<file path="config.mk">
export PLATFORM = sky130hd
export DESIGN_NAME = multi_channel_event_timer
export DESIGN_NICKNAME = d
export VERILOG_FILES = /design/src/hdl/mcet_pkg.sv /design/src/hdl/mcet_cell.sv /design/src/hdl/multi_channel_event_timer.sv
export SDC_FILE = /design/constraint.sdc
export NUM_CORES = 2
export LEC_CHECK = 0
export ABC_AREA = 1
export BUFFER_PORTS_ARGS = -buffer_cell sky130_fd_sc_hd__buf_2
export CELL_PAD_IN_SITES_DETAIL_PLACEMENT = 0
export CELL_PAD_IN_SITES_GLOBAL_PLACEMENT = 2
export CORE_UTILIZATION = 30
export CTS_CLUSTER_DIAMETER = 150
export CTS_CLUSTER_SIZE = 40
export DETAILED_ROUTE_END_ITERATION = 12
export MAX_ROUTING_LAYER = met4
export PLACE_DENSITY = 0.8
export SLEW_MARGIN = 40
export SYNTH_ARGS = -nofsm -noshare
export SYNTH_HDL_FRONTEND = slang
export SYNTH_SLANG_ARGS = --single-unit
</file>
<file path="constraint.sdc">
create_clock -name clock -period 3.8 [get_ports clock]
set_input_delay 0.76 -clock clock [delete_from_list [all_inputs] [get_ports clock]]
set_output_delay 0.76 -clock clock [all_outputs]
set_load 0.01 [all_outputs]
</file>
<file path="src/hdl/mcet_pkg.sv">
package mcet_pkg;

   localparam int CHANNELS = 8;
   localparam int MAX_RES  = 16;
   // Index width: at least the 3 bits of the channel field
   localparam int IDX_W    = (CHANNELS > 8) ? $clog2(CHANNELS) : 3;
   localparam int CNT_W    = $clog2(MAX_RES + 1);

   localparam logic [1:0] OP_TICK  = 2'd0;
   localparam logic [1:0] OP_REG   = 2'd1;
   localparam logic [1:0] OP_UNREG = 2'd2;

   localparam logic [1:0] KIND_NONE   = 2'd0;
   localparam logic [1:0] KIND_FIRE   = 2'd1;
   localparam logic [1:0] KIND_FINISH = 2'd2;

   typedef struct packed {
      logic [1:0]  op;
      logic [2:0]  channel;
      logic [31:0] period;
      logic        reload_mode;
      logic [15:0] repeats;
      logic        fire_enable;
      logic        finish_enable;
   } req_type;

   typedef struct packed {
      logic [1:0] kind;
      logic [2:0] event_channel;
      logic       last;
   } rsp_type;

   typedef struct packed {
      logic wr;
      logic clr;
   } cell_cmd_type;

   typedef struct packed {
      logic fire;
      logic finish;
   } cell_ev_type;

   typedef enum logic [2:0] {
      ST_IDLE  = 3'b001,
      ST_WALK  = 3'b010,
      ST_FINAL = 3'b100
   } state_type;

endpackage

</file>
<file path="src/hdl/mcet_cell.sv">
module mcet_cell (
   input  logic                  clock,
   input  logic                  reset,
   input  mcet_pkg::cell_cmd_type cmd,
   input  mcet_pkg::req_type     req,
   input  logic                  shift,
   input  logic                  step,
   input  logic                  token_in,
   output logic                  token_out,
   output mcet_pkg::cell_ev_type ev
);
   import mcet_pkg::*;

   logic [31:0] remaining_ff, remaining_in;
   logic [31:0] period_ff, period_in;
   logic        reload_ff, reload_in;
   logic [15:0] repeat_ff, repeat_in;
   logic        active_ff, active_in;
   logic        finflag_ff, finflag_in;
   logic        token_ff, token_in_nxt;

   logic [31:0] rem_dec;
   logic        upd;
   logic        fire;

   assign upd     = token_ff && step && active_ff;
   assign rem_dec = (remaining_ff != 32'd0) ? remaining_ff - 32'd1 : remaining_ff;
   assign fire    = upd && (rem_dec == 32'd0);

   assign ev.fire   = fire;
   assign ev.finish = fire && !reload_ff && (repeat_ff == 16'd1) && finflag_ff;
   assign token_out = token_ff;

   always_comb begin
      remaining_in = remaining_ff;
      period_in    = period_ff;
      reload_in    = reload_ff;
      repeat_in    = repeat_ff;
      active_in    = active_ff;
      finflag_in   = finflag_ff;
      token_in_nxt = shift ? token_in : token_ff;

      if (cmd.wr) begin
         remaining_in = req.period;
         period_in    = req.period;
         reload_in    = (req.repeats != 16'd0) ? 1'b0 : req.reload_mode;
         repeat_in    = req.repeats;
         active_in    = req.fire_enable;
         finflag_in   = req.finish_enable;
      end else if (cmd.clr) begin
         active_in = 1'b0;
      end else if (upd) begin
         remaining_in = rem_dec;
         if (fire) begin
            if (reload_ff) begin
               remaining_in = period_ff;
            end else if (repeat_ff != 16'd0) begin
               repeat_in    = repeat_ff - 16'd1;
               remaining_in = period_ff;
               if (repeat_ff == 16'd1) begin
                  active_in = 1'b0;
               end
            end else begin
               active_in = 1'b0;
            end
         end
      end
   end

   always_ff @(posedge clock) begin
      if (reset) begin
         remaining_ff <= '0;
         period_ff    <= '0;
         reload_ff    <= 1'b0;
         repeat_ff    <= '0;
         active_ff    <= 1'b0;
         finflag_ff   <= 1'b0;
         token_ff     <= 1'b0;
      end else begin
         remaining_ff <= remaining_in;
         period_ff    <= period_in;
         reload_ff    <= reload_in;
         repeat_ff    <= repeat_in;
         active_ff    <= active_in;
         finflag_ff   <= finflag_in;
         token_ff     <= token_in_nxt;
      end
   end

endmodule

</file>
<file path="src/hdl/multi_channel_event_timer.sv">
// Channel   | Ports                       | Handshake
// ----------+-----------------------------+-----------------------------------------
// request   | start, busy, req_data       | transfer when start high and busy low
// result    | rsp_strobe, rsp_data        | one cycle per result, no back pressure
//
// Register and unregister items are acknowledged on the cycle after the transfer.
// A tick walks a token down the row of channel cells, one cell per cycle, pausing
// while each finish event goes out, and ends in a closing state that issues the
// last result.
// Synchronous reset clears all channel state, the walk and the result strobe.
// Results can not be stalled; busy stays high until the last one is issued.
module multi_channel_event_timer (
   input  logic              clock,
   input  logic              reset,
   input  logic              start,
   output logic              busy,
   input  mcet_pkg::req_type req_data,
   output logic              rsp_strobe,
   output mcet_pkg::rsp_type rsp_data
);
   import mcet_pkg::*;

   state_type         state_ff, state_in;
   logic [IDX_W-1:0]  walk_idx_ff, walk_idx_in;
   logic [CNT_W-1:0]  n_ff, n_in;
   logic              hold_v_ff, hold_v_in;
   rsp_type           hold_ff, hold_in;
   logic              fin_pend_ff, fin_pend_in;
   logic [2:0]        fin_ch_ff, fin_ch_in;
   logic              end_ff, end_in;
   logic              rsp_strobe_ff, rsp_strobe_in;
   rsp_type           rsp_ff, rsp_in;

   logic              item_go;
   logic              tick_go;
   logic              step;
   logic              shift;
   logic [CHANNELS:0] tok;
   cell_ev_type       cell_ev [CHANNELS];
   cell_ev_type       ev;
   logic              push_v;
   logic [1:0]        push_kind;
   logic [2:0]        push_ch;

   assign busy    = (state_ff != ST_IDLE);
   assign item_go = start && !busy;
   assign tick_go = item_go && (req_data.op == OP_TICK);
   // Hold the token while a finish event goes out
   assign step    = (state_ff == ST_WALK) && !fin_pend_ff;
   assign shift   = tick_go || step;
   assign tok[0]  = tick_go;

   // Row of channel cells; the walk token hops one cell per step
   for (genvar i = 0; i < CHANNELS; i++) begin : g_cell
      cell_cmd_type cmd;
      assign cmd.wr  = item_go && (req_data.op == OP_REG) &&
                       (IDX_W'(req_data.channel) == IDX_W'(i));
      assign cmd.clr = item_go && (req_data.op == OP_UNREG) &&
                       (IDX_W'(req_data.channel) == IDX_W'(i));
      mcet_cell u_cell (
         .clock     (clock),
         .reset     (reset),
         .cmd       (cmd),
         .req       (req_data),
         .shift     (shift),
         .step      (step),
         .token_in  (tok[i]),
         .token_out (tok[i+1]),
         .ev        (cell_ev[i])
      );
   end

   // Only the cell holding the token reports, so an OR gathers its event
   always_comb begin
      ev = '0;
      for (int i = 0; i < CHANNELS; i++) begin
         ev = ev | cell_ev[i];
      end
   end

   always_comb begin
      push_v    = 1'b0;
      push_kind = KIND_NONE;
      push_ch   = 3'd0;
      if (state_ff == ST_WALK) begin
         if (fin_pend_ff) begin
            push_v    = 1'b1;
            push_kind = KIND_FINISH;
            push_ch   = fin_ch_ff;
         end else if (ev.fire) begin
            push_v    = 1'b1;
            push_kind = KIND_FIRE;
            push_ch   = walk_idx_ff[2:0];
         end
      end
   end

   always_comb begin
      state_in      = state_ff;
      walk_idx_in   = walk_idx_ff;
      n_in          = n_ff;
      hold_v_in     = hold_v_ff;
      hold_in       = hold_ff;
      fin_pend_in   = fin_pend_ff;
      fin_ch_in     = fin_ch_ff;
      end_in        = end_ff;
      rsp_strobe_in = 1'b0;
      rsp_in        = rsp_ff;

      // Keep one event back so the final one can carry last; drop past the cap
      if (push_v && (n_ff < CNT_W'(MAX_RES))) begin
         if (hold_v_ff) begin
            rsp_strobe_in = 1'b1;
            rsp_in        = hold_ff;
            rsp_in.last   = 1'b0;
         end
         hold_in.kind          = push_kind;
         hold_in.event_channel = push_ch;
         hold_in.last          = 1'b0;
         hold_v_in             = 1'b1;
         n_in                  = n_ff + 1'b1;
      end

      case (state_ff)
         ST_IDLE: begin
            if (tick_go) begin
               walk_idx_in = '0;
               n_in        = '0;
               hold_v_in   = 1'b0;
               fin_pend_in = 1'b0;
               end_in      = 1'b0;
               state_in    = ST_WALK;
            end else if (item_go) begin
               // Register, unregister and unknown ops: acknowledge only
               rsp_strobe_in        = 1'b1;
               rsp_in.kind          = KIND_NONE;
               rsp_in.event_channel = 3'd0;
               rsp_in.last          = 1'b1;
            end
         end
         ST_WALK: begin
            if (fin_pend_ff) begin
               fin_pend_in = 1'b0;
               if (end_ff) begin
                  state_in = ST_FINAL;
               end
            end else begin
               if (ev.finish) begin
                  fin_pend_in = 1'b1;
                  fin_ch_in   = walk_idx_ff[2:0];
               end
               if (walk_idx_ff == IDX_W'(CHANNELS - 1)) begin
                  end_in = 1'b1;
                  if (!ev.finish) begin
                     state_in = ST_FINAL;
                  end
               end else begin
                  walk_idx_in = walk_idx_ff + 1'b1;
               end
            end
         end
         ST_FINAL: begin
            // Flush the held event with last, or report a quiet tick
            rsp_strobe_in = 1'b1;
            if (hold_v_ff) begin
               rsp_in = hold_ff;
            end else begin
               rsp_in.kind          = KIND_NONE;
               rsp_in.event_channel = 3'd0;
            end
            rsp_in.last = 1'b1;
            hold_v_in   = 1'b0;
            state_in    = ST_IDLE;
         end
         default: begin
            state_in = ST_IDLE;
         end
      endcase
   end

   always_ff @(posedge clock) begin
      if (reset) begin
         state_ff      <= ST_IDLE;
         walk_idx_ff   <= '0;
         n_ff          <= '0;
         hold_v_ff     <= 1'b0;
         fin_pend_ff   <= 1'b0;
         end_ff        <= 1'b0;
         rsp_strobe_ff <= 1'b0;
      end else begin
         state_ff      <= state_in;
         walk_idx_ff   <= walk_idx_in;
         n_ff          <= n_in;
         hold_v_ff     <= hold_v_in;
         fin_pend_ff   <= fin_pend_in;
         end_ff        <= end_in;
         rsp_strobe_ff <= rsp_strobe_in;
      end
   end

   always_ff @(posedge clock) begin
      hold_ff   <= hold_in;
      fin_ch_ff <= fin_ch_in;
      rsp_ff    <= rsp_in;
   end

   assign rsp_strobe = rsp_strobe_ff;
   assign rsp_data   = rsp_ff;

endmodule

</file>
; ---- Word level (Yosys, flattened, before mapping)
; Index checks and enable logic that the tools add are counted.
[classes]
bitwise = 9
reduce_logical = 179
eq_ne = 61
magnitude_cmp = 1
addsub = 18
mux = 202
[op_table]
columns = operator, n
row1 = 32-bit two-way mux, 56
row2 = 16-bit two-way mux, 48
row3 = 32-bit zero test, 8
row4 = 32-bit nonzero test, 8
row5 = 32-bit by 1-bit subtractor with 32-bit output (second input constant), 8
row6 = 16-bit nonzero test, 9
row7 = 16-bit by 1-bit == test with 1-bit output (second input constant), 8
row8 = 16-bit by 1-bit subtractor with 16-bit output (second input constant), 8
row9 = 1-bit two-way mux, 72
row10 = 1-bit logical AND, 70
row11 = 2-bit nonzero test, 25
row12 = 3-bit nonzero test, 16
row13 = 4-bit AND reduction, 11
row14 = 5-bit AND reduction, 8
row15 = 4-bit inequality test (second input constant), 8
row16 = 3-bit two-way mux, 10
row17 = 3-bit inequality test (second input constant), 10
row18 = 6-bit two-way mux, 4
row19 = 5-bit two-way mux, 4
row20 = 2-bit by 1-bit inequality test with 1-bit output (second input constant), 10
row21 = 2-bit inequality test (second input constant), 10
row22 = 3-bit == test (second input constant), 6
row23 = 2-bit AND reduction, 9
row24 = 2-bit bitwise OR, 7
row25 = other kinds (20), 37
[word_totals]
regBits = 701
inputBits = 59

; ---- Longest topological paths before layout
[logic_depth]
ltp_word = 23
depth_mapped = 22

; ---- Hierarchy
; Synthesis repeated with hierarchy kept, for this count alone.
[hier_totals]
cells_unflattened = 9350
hier_area_um2 = 54777.5
[by_module_without_submodules]
columns = module, cells_each, area_each_um2, instances
row1 = mcet_cell at g_cell[4].u_cell ..., 1144, 6658.9, 4
row2 = mcet_cell at g_cell[0].u_cell ..., 1144, 6663.9, 3
row3 = mcet_cell at g_cell[3].u_cell, 1140, 6577.6, 1
row4 = multi_channel_event_timer, 202, 1572.8, 1

; ---- Worst setup path before layout
; Ideal clock, no wire load.
[synth_timing]
kind = register -> register
from = register g_cell[3].u_cell.remaining_ff[0]
to = register hold_ff[1] (netlist bit) (enable)
stages_incl_launch_ff = 20
path_slack_ns = 1.166
arrival_ns = 2.321
setup_ns = 0.313
cell_sequence = dfxtp_1 -> inv_1 -> ha_1 -> nand2_4 -> nor2_8 -> nand2_2 -> nor2_4 -> inv_2 -> buf_6 -> nand2_1 -> nand2_1 -> nor2_1 -> nand3_1 -> nor2_4 -> nand2_2 -> nand2_1 -> nor2_2 -> nand3_4 -> nand2_4 -> inv_1
[synth_via]
elab_chain_len = 13
[synth_lines]
columns = item, line_no
row1 = start: declaration, mcet_cell.sv:14  ; logic [31:0] remaining_ff, remaining_in;
row2 = start signal: assignment, mcet_cell.sv:80  ; remaining_ff <= remaining_in;
row3 = 32-bit by 1-bit subtractor with 32-bit output / 32-bit nonzero test (equally long branches), mcet_cell.sv:27  ; assign rem_dec = (remaining_ff != 32'd0) ? remaining_ff - 32'd1 : remaining_ff;
row4 = 32-bit two-way mux (*), mcet_cell.sv:27
row5 = 32-bit zero test (*), mcet_cell.sv:28  ; assign fire = upd && (rem_dec == 32'd0);
row6 = 1-bit logical AND (*), mcet_cell.sv:28
row7 = 2-bit bitwise OR (*) (5 in series), multi_channel_event_timer.sv:77  ; ev = ev | cell_ev[i];
row8 = 1-bit two-way mux (*), multi_channel_event_timer.sv:90  ; end else if (ev.fire) begin
row9 = 1-bit two-way mux (*), multi_channel_event_timer.sv:86  ; if (fin_pend_ff) begin
row10 = 1-bit two-way mux (*), multi_channel_event_timer.sv:85  ; if (state_ff == ST_WALK) begin
row11 = 1-bit logical AND (*), multi_channel_event_timer.sv:111  ; if (push_v && (n_ff < CNT_W'(MAX_RES))) begin
row12 = end signal: assignment, multi_channel_event_timer.sv:202  ; hold_ff <= hold_in;
row13 = end: declaration, multi_channel_event_timer.sv:27  ; rsp_type hold_ff, hold_in;
; Mark *: on every way between the ends. The rest lies on a longest branch, timed or not.
; A chain may end at the register's enable or synchronous reset.

; ---- Worst setup path in the final report
[layout_timing]
from = register g_cell[1].u_cell.remaining_ff[0]
to = register g_cell[1].u_cell.repeat_ff[2]
[layout_via]
elab_chain_len = 6
[layout_lines]
columns = item, line_no
row1 = start: declaration, mcet_cell.sv:14
row2 = start signal: assignment, mcet_cell.sv:80
row3 = 32-bit by 1-bit subtractor with 32-bit output / 32-bit nonzero test (equally long branches), mcet_cell.sv:27
row4 = 32-bit two-way mux (*), mcet_cell.sv:27
row5 = 32-bit zero test (*), mcet_cell.sv:28
row6 = 1-bit logical AND (*), mcet_cell.sv:28
row7 = 2-bit nonzero test (no source line) (*), -
row8 = 5-bit AND reduction (no source line) (*), -
row9 = end signal: assignment, mcet_cell.sv:83  ; repeat_ff <= repeat_in;
row10 = end: declaration, mcet_cell.sv:17  ; logic [15:0] repeat_ff, repeat_in;
; Marks and branches as above.

==> results.txt <==
- The netlist uses 56 different library cells.
* Fraction of the core area covered by cells at the end of the flow: 0.324
- Count of nets after finishing: 6,616
- Routed via count: 43.2k
- Maximum number of buffers from clock root to sink: 3
- Number of synthesized register bits: 701
* Num rows: 137
- Of the cells placed in the final design, the portion with a size suffix greater than 1 is 0.0506.
* Post-route standard cell area excluding fillers: 45,200 um2
* Count of buffers from port buffering: 66
- The share of the Yosys chip area taken by registers is 0.336.
- The critical path goes through inv_1, ha_1, nand2_1, inv_1, nand2_1, inv_1, nand2_1, nand2_1, nand2_1, o21ai_0, nand3_1, nor2_2, nand2_1, o21ai_1, nand2_1, inv_2, o21ai_0, a21oi_1.
* Main synth FF type: sky130_fd_sc_hd__dfxtp_1
* Global routing usage on met2: 0.379
* Status: finished clean
- Multi-input combinational cell area: 24,500 um2
- Vias in the first global route: 39.8k
* Residual antenna-violating net count after detailed routing: 0
- Counting both buffers and inverters, the worst setup path holds a total of 4.
* Slowest stage delay, CP: 390 ps
- Largest net degree at the start of global routing: 124
* Total chip power: 18,900 uW
* Final hold vios: 0
- Dividing total power by cell area gives a power density of 418 nW/um2.
* Maximum operating frequency: about 280 MHz
- Post-CTS setup buffer count: 0
* Placed Area: 44,300 um2
- Clock tree root buffer cell: sky130_fd_sc_hd__clkbuf_16
- Hold WC Path Type: in2reg
* Clock slew seen by the registers of the worst setup and hold paths: 150 ps
* Unrepaired setup endpoints after global routing: no
- The endpoint identified for the worst register-to-register timing path is g_cell[1].u_cell.repeat_ff[2].
* Fraction of post-synthesis cell area in the top cell type by area: 0.330
* Synthesized area per cell: 6.27 um2
- Critical path's most frequent cell: sky130_fd_sc_hd__nand2_1
- CTS built an H-tree with a depth of 1.
- Peak fanout along the critical path: 19
- Critical setup path kind: reg2reg
- Synth area leader: sky130_fd_sc_hd__dfxtp_1
- IO Count: 67
- For the worst-skew pair, the clock arrives at the later sink with an insertion delay of 690 ps.
* # fillers: 15.6k
- Number of DRC markers in iteration 0: 4,043
- Most numerous cell types in the synthesized netlist: sky130_fd_sc_hd__nand2_1, sky130_fd_sc_hd__nor2_1, sky130_fd_sc_hd__dfxtp_1
* Slowest stage cell on the critical path: sky130_fd_sc_hd__nor2_2
* Data required time of the critical path: 4410 ps
- R2r setup slk: 260 ps
- Largest clock skew in the final design: 40.7 ps
- The global routing stage identified its most utilized layer as met2.
- The worst hold path terminates at g_cell[4].u_cell.repeat_ff[3].
- Of the available clock period, the critical path in the final layout requires 0.933.
- The final max-slew violation count was 0.
- Initial Utilization: 0.302
- Counting every sink on the clock net gives roughly 700.
- The worst register-to-register path begins at g_cell[1].u_cell.remaining_ff[0].
* Synth Net Count: approximately 6.8k
- Most common cell in the synthesized netlist: sky130_fd_sc_hd__nand2_1
- Slew at the pin closest to its max-slew limit: a little under 900 ps
- Area of the core: 139,000 um2
* Total number of yosys warnings: 0
- Die W: 376 um
* Worst vdd rail ir drop: ~0.33 mV
- The routed design could run at a clock period as short as 3540 ps.
- Total gr overflow: 0
* Mean routed wirelength per cell: 19.8 um
* Worst hold path stage count: 3
- Placed cell count: 8,377
- The synthesized design contains 8 enable-type register cells.
- Tightest slew margin relative to the limit: 0.405
- Signal arrival time at the worst endpoint: approximately 4200 ps
- DRC: 0
- Compared with the post-synthesis result, the final layout area differs by 7.39%.
- The number of clock buffers added by TritonCTS is 24.
- Final routed wirelength across all metal layers: 167 mm
* Number of standard cells in the final layout excluding fillers: 8,425
* Final setup violating endpoints: 0
- Synth top area cells: sky130_fd_sc_hd__dfxtp_1, sky130_fd_sc_hd__nand2_1, sky130_fd_sc_hd__a21oi_1
- In this run the vertical extent of the chip is 376 um.
* Worst R2R Path Depth: 18
* Cell area after synthesis: 42,000 um2
- Global-route wire length before repair: 252 mm
- For this run, asynchronously set or reset flops after synthesis account for 0.
- Number of antenna violations at the first check in global routing: 25
- Leakage power total: 0.0205 uW
- After clock tree synthesis, the repair step resized 0 gates.
* Overall die area: 142,000 um2
* Reg area: 14,100 um2
* CP delay by family, top: simple AND/OR/NAND/NOR gates
- Beginning of the worst hold path: req_data[5]
- Kind of end point of the critical path: register
- In this run, post-CTS hold repair placed 0 buffers.
- Met1 routing resource usage after global routing: 0.323
- Setup total negative slack: 0 ps
- In the global route stage, overall resource usage came out at 0.235.
- For this run, the detailed router's first-pass iteration total came to 6.
- In the routed layout, each cell is associated on average with a via count of 5.13.
* RePlAce Congestion: 0.925
* Sort of element at the start of the critical path: register
- Across the run, the number of max-cap violations was 0.
- Detailed Place HPWL: 114 mm
* TritonCTS clock tree: built
- Counting every instance in the synthesized netlist gives 6,703.
- Met3 usage: 0.0190
-- per-stage QoR --
step                setup WS (ps)  hold WS (ps)
floorplan                    1170           423
global placement              177           438
detailed placement            162           444
CTS                           117           370
global route                 18.0           398
finish                        255           418
-- cells by family (layout without fill, tap and decap cells) --
kind of cell               after synthesis  in the layout  share of synthesized area
AOI/OAI and AO/OA                     1702           1702                      0.224
xor gates and xnor gates               188            188                     0.0392
adders and majority gates               30             30                    0.00893
buffers and inverters                  904            741                     0.0868
DFF                                    701            701                      0.336
other                                    0              9                          0
and+or+nand+nor                       3178           3178                      0.306
-- cells in the final DEF (no fill, tap or decap), drive strengths merged, types with 11 or more instances in the layout --
cell type / n
a211oi: 26
a21oi: 637
a31oi: 148
and2: 11
buf: 171
clkbuf: 27
dfxtp: 693
ha: 30
inv: 534
nand2: 1967
nand3: 190
nand3b: 31
nand4: 71
nor2: 848
nor3: 41
o2111ai: 11
o211ai: 157
o21ai: 680
o22ai: 22
xnor2: 92
xor2: 96
-- flip-flops by register name, indices dropped and copies added, names as in the netlist --
signal                      cells
fin_ch_ff                       3
g_cell.u_cell.period_ff       256
n_ff                            5
hold_v_ff                       1
end_ff                          1
g_cell.u_cell.reload_ff         8
fin_pend_ff                     1
g_cell.u_cell.token_out         8
state_ff                        3
g_cell.u_cell.active_ff         8
walk_idx_ff                     3
g_cell.u_cell.remaining_ff    256
rsp_strobe                      1
g_cell.u_cell.finflag_ff        8
rsp_data                        6
g_cell.u_cell.repeat_ff       128
hold_ff                         5
-- power by group --
group	total [uW]	switching, uW	leakage, uW	internal, uW
clock network	4030	2750	0.000382	1280
registers	7630	130	0.00566	7500
logic	7200	4820	0.0144	2380
total	18900	7700	0.0205	11200
-- worst min-delay path: stages --
cell,delay [ps]
sky130_fd_sc_hd__buf_2,150
sky130_fd_sc_hd__nand2_1,70
sky130_fd_sc_hd__a31oi_1,70
-- layer usage --
metal | routed length (um) | share of wire | up-vias
met5 | 0 | 0 | -
met4 | 2650 | 0.016 | 0
met3 | 7600 | 0.046 | 98
met2 | 77100 | 0.46 | 963
met1 | 79300 | 0.48 | 20475
li1 | - | - | 21702
-- area by class of cell --
type | instances | area share
inverters | 531 | 0.0445
diodes | 9 | 0.000499
flip-flops and latches | 701 | 0.313
well taps | 1876 | 0.0520
multi-input cells | 5098 | 0.542
repair buffers | 171 | 0.0309
clock inverters | 12 | 0.00391
clock buffers | 27 | 0.0135
-- how the worst max path moves through the flow --
| stage | slack (ps) | cells after the start | start | end |
|---|---|---|---|---|
| 6_report | 260 | 18 | g_cell[1].u_cell.remaining_ff[0] | g_cell[1].u_cell.repeat_ff[2] |
| 5_1_grt | 20 | 17 | g_cell[1].u_cell.remaining_ff[4] | g_cell[1].u_cell.repeat_ff[12] |
| 4_1_cts | 120 | 18 | g_cell[0].u_cell.remaining_ff[0] | hold_ff[5] |
| 3_5_place_dp | 160 | 18 | g_cell[0].u_cell.remaining_ff[0] | hold_ff[2] |
| 3_3_place_gp | 180 | 18 | g_cell[0].u_cell.remaining_ff[0] | hold_ff[2] |
| 2_1_floorplan | 1170 | 19 | g_cell[3].u_cell.remaining_ff[0] | hold_ff[1] |
Power figures use the tool's default switching activity.
